$ cat src/design/smie_pkg.sv
package smie_pkg;

  localparam int STACK_DEPTH = 1024;
  localparam int CODE_DEPTH  = 4096;
  localparam int WORD_BITS   = 32;

  localparam int SA_W  = $clog2(STACK_DEPTH);   // stack address
  localparam int SP_W  = SA_W + 1;              // stack pointer, signed
  localparam int PC_W  = $clog2(CODE_DEPTH);
  localparam int SHW   = $clog2(WORD_BITS);
  localparam int EXT_W = WORD_BITS + 4;         // wide signed range checks
  localparam int CNT_W = SHW + 1;

  typedef logic [WORD_BITS-1:0] word_t;
  typedef logic [4:0]           opcode_t;
  typedef logic [1:0]           fault_t;

  localparam opcode_t OP_NOT   = 5'd0;
  localparam opcode_t OP_NEG   = 5'd1;
  localparam opcode_t OP_COMP  = 5'd2;
  localparam opcode_t OP_ADD   = 5'd3;
  localparam opcode_t OP_SUB   = 5'd4;
  localparam opcode_t OP_MUL   = 5'd5;
  localparam opcode_t OP_DIV   = 5'd6;
  localparam opcode_t OP_REM   = 5'd7;
  localparam opcode_t OP_BOR   = 5'd8;
  localparam opcode_t OP_BAND  = 5'd9;
  localparam opcode_t OP_BXOR  = 5'd10;
  localparam opcode_t OP_LSH   = 5'd11;
  localparam opcode_t OP_RSH   = 5'd12;
  localparam opcode_t OP_EQU   = 5'd13;
  localparam opcode_t OP_NEQ   = 5'd14;
  localparam opcode_t OP_LT    = 5'd15;
  localparam opcode_t OP_GTE   = 5'd16;
  localparam opcode_t OP_GT    = 5'd17;
  localparam opcode_t OP_LTE   = 5'd18;
  localparam opcode_t OP_LOR   = 5'd19;
  localparam opcode_t OP_LAND  = 5'd20;
  localparam opcode_t OP_PUSHC = 5'd21;
  localparam opcode_t OP_PUSHV = 5'd22;
  localparam opcode_t OP_EVAL  = 5'd23;
  localparam opcode_t OP_ASSGN = 5'd24;
  localparam opcode_t OP_CALL  = 5'd25;
  localparam opcode_t OP_RET   = 5'd26;
  localparam opcode_t OP_RETI  = 5'd27;
  localparam opcode_t OP_ENTER = 5'd28;
  localparam opcode_t OP_JUMP  = 5'd29;
  localparam opcode_t OP_JNEQ  = 5'd30;
  localparam opcode_t OP_BAD   = 5'd31;

  localparam fault_t FLT_NONE  = 2'd0;
  localparam fault_t FLT_DIV0  = 2'd1;
  localparam fault_t FLT_RANGE = 2'd2;
  localparam fault_t FLT_OPC   = 2'd3;

  typedef struct packed {
    logic    start;
    opcode_t op;
    word_t   a;
    word_t   b;
  } alu_req_t;

  typedef struct packed {
    logic  done;
    logic  div0;
    word_t result;
  } alu_rsp_t;

endpackage

$ cat src/design/smie_alu.sv
module smie_alu import smie_pkg::*; (
  input  logic     clk,
  input  logic     rst_n,
  input  alu_req_t req,
  output alu_rsp_t rsp
);
  logic              busy_r, busy_nxt;
  logic              fin_r, fin_nxt;
  logic              done_r, done_nxt;
  logic              dz_r, dz_nxt;
  logic [CNT_W-1:0]  cnt_r, cnt_nxt;
  word_t             rem_r, rem_nxt;
  word_t             quo_r, quo_nxt;
  word_t             dvs_r, dvs_nxt;
  word_t             res_r, res_nxt;
  logic              negq_r, negq_nxt;
  logic              negr_r, negr_nxt;
  logic              isrem_r, isrem_nxt;
  word_t             fast;
  logic [WORD_BITS:0] sh, diff;
  logic              big;

  assign big = (req.b >> SHW) != '0;

  always_comb begin
    unique case (req.op)
      OP_ADD:  fast = req.a + req.b;
      OP_SUB:  fast = req.a - req.b;
      OP_MUL:  fast = WORD_BITS'(req.a * req.b);
      OP_BOR:  fast = req.a | req.b;
      OP_BAND: fast = req.a & req.b;
      OP_BXOR: fast = req.a ^ req.b;
      OP_LSH:  fast = big ? '0 : req.a << req.b[SHW-1:0];
      OP_RSH:  fast = big ? word_t'($signed(req.a) >>> (WORD_BITS - 1))
                          : word_t'($signed(req.a) >>> req.b[SHW-1:0]);
      OP_EQU:  fast = word_t'(req.a == req.b);
      OP_NEQ:  fast = word_t'(req.a != req.b);
      OP_LT:   fast = word_t'($signed(req.a) <  $signed(req.b));
      OP_GTE:  fast = word_t'($signed(req.a) >= $signed(req.b));
      OP_GT:   fast = word_t'($signed(req.a) >  $signed(req.b));
      OP_LTE:  fast = word_t'($signed(req.a) <= $signed(req.b));
      OP_LOR:  fast = word_t'(req.a != '0 || req.b != '0);
      OP_LAND: fast = word_t'(req.a != '0 && req.b != '0);
      default: fast = '0;
    endcase
  end

  // one restoring step per cycle on magnitudes
  assign sh   = {rem_r, quo_r[WORD_BITS-1]};
  assign diff = sh - {1'b0, dvs_r};

  always_comb begin
    busy_nxt  = busy_r;
    fin_nxt   = 1'b0;
    done_nxt  = 1'b0;
    dz_nxt    = dz_r;
    cnt_nxt   = cnt_r;
    rem_nxt   = rem_r;
    quo_nxt   = quo_r;
    dvs_nxt   = dvs_r;
    res_nxt   = res_r;
    negq_nxt  = negq_r;
    negr_nxt  = negr_r;
    isrem_nxt = isrem_r;
    if (req.start) begin
      dz_nxt = 1'b0;
      if (req.op == OP_DIV || req.op == OP_REM) begin
        if (req.b == '0) begin
          dz_nxt   = 1'b1;
          done_nxt = 1'b1;
        end else begin
          busy_nxt  = 1'b1;
          cnt_nxt   = '0;
          rem_nxt   = '0;
          quo_nxt   = req.a[WORD_BITS-1] ? -req.a : req.a;
          dvs_nxt   = req.b[WORD_BITS-1] ? -req.b : req.b;
          negq_nxt  = req.a[WORD_BITS-1] ^ req.b[WORD_BITS-1];
          negr_nxt  = req.a[WORD_BITS-1];
          isrem_nxt = (req.op == OP_REM);
        end
      end else begin
        res_nxt  = fast;
        done_nxt = 1'b1;
      end
    end else if (busy_r) begin
      if (!diff[WORD_BITS]) begin
        rem_nxt = diff[WORD_BITS-1:0];
      end else begin
        rem_nxt = sh[WORD_BITS-1:0];
      end
      quo_nxt = {quo_r[WORD_BITS-2:0], ~diff[WORD_BITS]};
      cnt_nxt = cnt_r + 1'b1;
      if (cnt_r == CNT_W'(WORD_BITS - 1)) begin
        busy_nxt = 1'b0;
        fin_nxt  = 1'b1;
      end
    end else if (fin_r) begin
      if (isrem_r) begin
        res_nxt = negr_r ? -rem_r : rem_r;
      end else begin
        res_nxt = negq_r ? -quo_r : quo_r;
      end
      done_nxt = 1'b1;
    end
  end

  always_ff @(posedge clk) begin
    if (!rst_n) begin
      busy_r <= 1'b0;
      fin_r  <= 1'b0;
      done_r <= 1'b0;
      dz_r   <= 1'b0;
      cnt_r  <= '0;
    end else begin
      busy_r <= busy_nxt;
      fin_r  <= fin_nxt;
      done_r <= done_nxt;
      dz_r   <= dz_nxt;
      cnt_r  <= cnt_nxt;
    end
    rem_r   <= rem_nxt;
    quo_r   <= quo_nxt;
    dvs_r   <= dvs_nxt;
    res_r   <= res_nxt;
    negq_r  <= negq_nxt;
    negr_r  <= negr_nxt;
    isrem_r <= isrem_nxt;
  end

  assign rsp.done   = done_r;
  assign rsp.div0   = dz_r;
  assign rsp.result = res_r;
endmodule

$ cat config.mk
export PLATFORM = sky130hd
export DESIGN_NAME = smie_alu
export DESIGN_NICKNAME = d
export VERILOG_FILES = /design/src/design/smie_pkg.sv /design/src/design/smie_alu.sv
export SDC_FILE = /design/constraint.sdc
export NUM_CORES = 2
export LEC_CHECK = 0
export BUFFER_PORTS_ARGS = -buffer_cell sky130_fd_sc_hd__buf_2
export CAP_MARGIN = 20
export CELL_PAD_IN_SITES_DETAIL_PLACEMENT = 0
export CELL_PAD_IN_SITES_GLOBAL_PLACEMENT = 2
export CORE_MARGIN = 8
export CORE_UTILIZATION = 41
export CTS_BUF_LIST = sky130_fd_sc_hd__clkbuf_8
export DETAILED_ROUTE_END_ITERATION = 16
export GPL_TIMING_DRIVEN = 0
export MAX_ROUTING_LAYER = met4
export PLACE_DENSITY = 0.86
export SLEW_MARGIN = 10
export SYNTH_ARGS = -nofsm -noshare
export SYNTH_HDL_FRONTEND = slang
export SYNTH_SLANG_ARGS = --single-unit
$ cat constraint.sdc
create_clock -name clk -period 11.71 [get_ports clk]
set_clock_uncertainty 0.1 [all_clocks]
set_input_delay 0.5855 -clock clk [delete_from_list [all_inputs] [get_ports clk]]
set_output_delay 0.5855 -clock clk [all_outputs]
set_load 0.005 [all_outputs]
==> results.py <==
metrics = {
    "setup_path": {
        "end_kind": "flip-flop",
        "endpoint": "res_r[28]$_DFFE_PP_",
        "crit-reg2reg-capture": "rem_r[18]$_SDFFCE_PP0P_",
        "cpMostUsedCell": "fa_1",
        "reg2reg_from": "quo_r[31]$_DFFE_PP_",
        "cp.required_ps": 11840,
        "crit_start": "req[42]",
        "worstSetupPathType": "input pin to flip-flop",
        "crit_path_max_fanout": 10,
        "crit_path_start_kind": "input pin",
        "regToRegSetupSlack_ps": 6710,
        "ff2ff_path_depth": 14,
        "slowest_stage": "clkbuf_1",
        "cpPeakStageDelay_ps": 960,
        "cp_data_arrival_time_ps": 11700,
    },
    "final_layout": {
        "synthToLayoutAreaGrowth_pct": 8.08,
        "mostFrequentLayoutCell": "nor2_1",
        "final_util_pct": 44.7,
        "layout_common_cells": "nor2_1 (628), inv_1 (502), fa_1 (411)",
        "drive_gt1_share_pct": 6.34,
        "fin_nets": 4938,
    },
    "run": {
        "maxCapViolCount": 0,
    },
    "routing": {
        "dr_total_vias": 33000,
        "post-route-drc-count": 0,
        "detail-route-antenna-nets": 0,
        "viasPerCell": 6.26,
        "initialDrtViolationCount": 4018,
        "drt-total-wl_mm": 178,
        "drt_pass1_iterations": 7,
        "wl_per_cell_um": 33.8,
    },
    "cts": {
        "cts_root_buf": "clkbuf_8",
        "htree_levels": 4,
        "clock_latency_ps": 510,
        "post_cts_buffers": 0,
        "cts_max_path_buffers": 2,
        "cts_buffers": 17,
        "cts_sinks": 141,
        "clkTransAtPathRegs_ps": 90,
        "cts_tree": "done",
    },
    "synth": {
        "ys_types": 83,
        "synth_area_mm2": 0.0333,
        "ys.warnings.count": 0,
        "synth_flop_cell": "edfxtp_1",
        "synth_largest_area_cell": "fa_1",
        "synth.net_count": 4786,
        "yosysTopAreaCellShare_pct": 24.7,
        "ys_seq_elements": 141,
        "synthArstFlopShare_pct": 0,
        "yosysSeqAreaShare_pct": 12.4,
        "synthCells": 4046,
        "synth_edf_count": 131,
        "yosys-top-cells-area": "fa_1 (25%), edfxtp_1 (12%), ha_1 (9.7%)",
        "syn_avg_cell_area_um2": 8.23,
    },
    "global_routing": {
        "grt_pass1_wl_mm": 248,
        "grt_overflow": 0,
        "grt_max_degree": 56,
        "antenna_found_initial": 6,
        "grt.total_usage_pct": 39.7,
        "grt_pass1_vias": 32400,
    },
    "sta": {
        "worst_pin_slew_ps": 1280,
        "fin_crit_sh_pct": 98.8,
        "whs_ps": 294,
        "post-route-min-period_ps": 11570,
        "finalHoldViolCount": 0,
        "setup_viol": 0,
        "slew_violations": 0,
        "worst_slack_ps": 140,
        "rsz0062_at_grt": "no",
        "maxClockFrequency_mhz": 86.4,
        "slew_headroom_pct": 14.9,
    },
    "worst_hold_path": {
        "hold_class": "input pin to flip-flop",
        "hold_depth": 2,
    },
    "die": {
        "rows": 104,
        "die-area_mm2": 0.0906,
        "io_pins": 106,
        "start_util_pct": 41.4,
        "core-area_mm2": 0.0804,
        "die_height_um": 301,
        "die_w_um": 301,
    },
    "status": {
        "status": "finished, final reports clean",
    },
    "place": {
        "dpl_worst_slack_ps": -178,
        "port-buffer-count": 102,
        "place_congestion": 1.10,
        "hpwlAfterDp_mm": 146,
    },
}
cells by family (layout without fill, tap and decap cells):
| family | count (synthesis) | after routing | synth area share, % |
|---|---|---|---|
| simple gates | 1257 | 1257 | 16.2 |
| compound gates | 827 | 827 | 16.0 |
| fa+ha+maj | 668 | 668 | 34.4 |
| buf+inv | 785 | 950 | 8.97 |
| xor+xnor | 238 | 238 | 6.30 |
| flops | 141 | 141 | 12.4 |
| mux | 130 | 130 | 5.73 |
| other cells | 0 | 8 | 0 |
state kept, by name, indices dropped and copies added, names as in the netlist:
register / count
cnt_r: 6
rem_r: 32
done_r: 1
dz_r: 1
dvs_r: 32
isrem_r: 1
res_r: 32
negq_r: 1
negr_r: 1
fin_r: 1
quo_r: 32
busy_r: 1
timing repair:
item,CTS,global route
hold buffers,0,0
gates resized for setup,0,3
setup endpoints to repair,0,1
per-layer routing:
metal	part of all wire, %	GRT usage (%)
met5	0	-
met4	7.2	22.8
met3	11	10.5
met2	41	55.9
met1	40	51.2
layout make-up:
cell class                      count  area [µm²]
Antenna cell                        8        20.0
Buffer                            266        1040
Clock buffer                       17         234
Clock inverter                     15         151
Fill cell                        8390       44400
Inverter                          518        1940
Multi-Input combinational cell   3120       26200
Sequential cell                   141        4130
Tap cell                         1060        1330
Timing Repair Buffer              134         930
worst min path at each step:
stage | slack (ps) | to | startpoint
2_1_floorplan | 340 | fin_r$_SDFF_PP0_ | cnt_r[5]$_SDFFE_PN0P_
3_3_place_gp | 380 | cnt_r[1]$_SDFFE_PN0P_ | cnt_r[1]$_SDFFE_PN0P_
3_5_place_dp | 390 | cnt_r[1]$_SDFFE_PN0P_ | cnt_r[1]$_SDFFE_PN0P_
4_1_cts | 250 | cnt_r[4]$_SDFFE_PN0P_ | rst_n
5_1_grt | 270 | fin_r$_SDFF_PP0_ | rst_n
6_report | 290 | cnt_r[4]$_SDFFE_PN0P_ | rst_n
Yosys cell counts, types with 40 or more instances:
master,instances
o31ai_1,42
nand2_1,363
o21ai_0,188
mux2i_1,77
mux4_2,48
fa_1,411
nor3_1,46
ha_1,257
edfxtp_1,131
a21oi_1,229
nor2_1,628
clkbuf_1,220
xnor2_1,173
xor2_1,64
inv_1,502
a211oi_1,40
metrics by stage:
stage | setup TNS [ps] | instance area, µm² | instances
finish | 0 | 36000 | 5279
global route | 0 | 36000 | 5279
CTS | 0 | 35900 | 5266
detailed placement | -178 | 35500 | 5234
global placement | -212 | 35100 | 5208
floorplan | 0 | 33300 | 4046
critical path: cells and delay by family:
family	cells	cell delay (ps)
adders and majority gates	9	4110
buffers and inverters	10	3780
and+or+nand+nor	3	570
AOI/OAI and AO/OA	6	2590
Power is left out: the tool's default activity adds up to more than one toggle a clock period on the data nets, which glitch-free logic cannot reach.
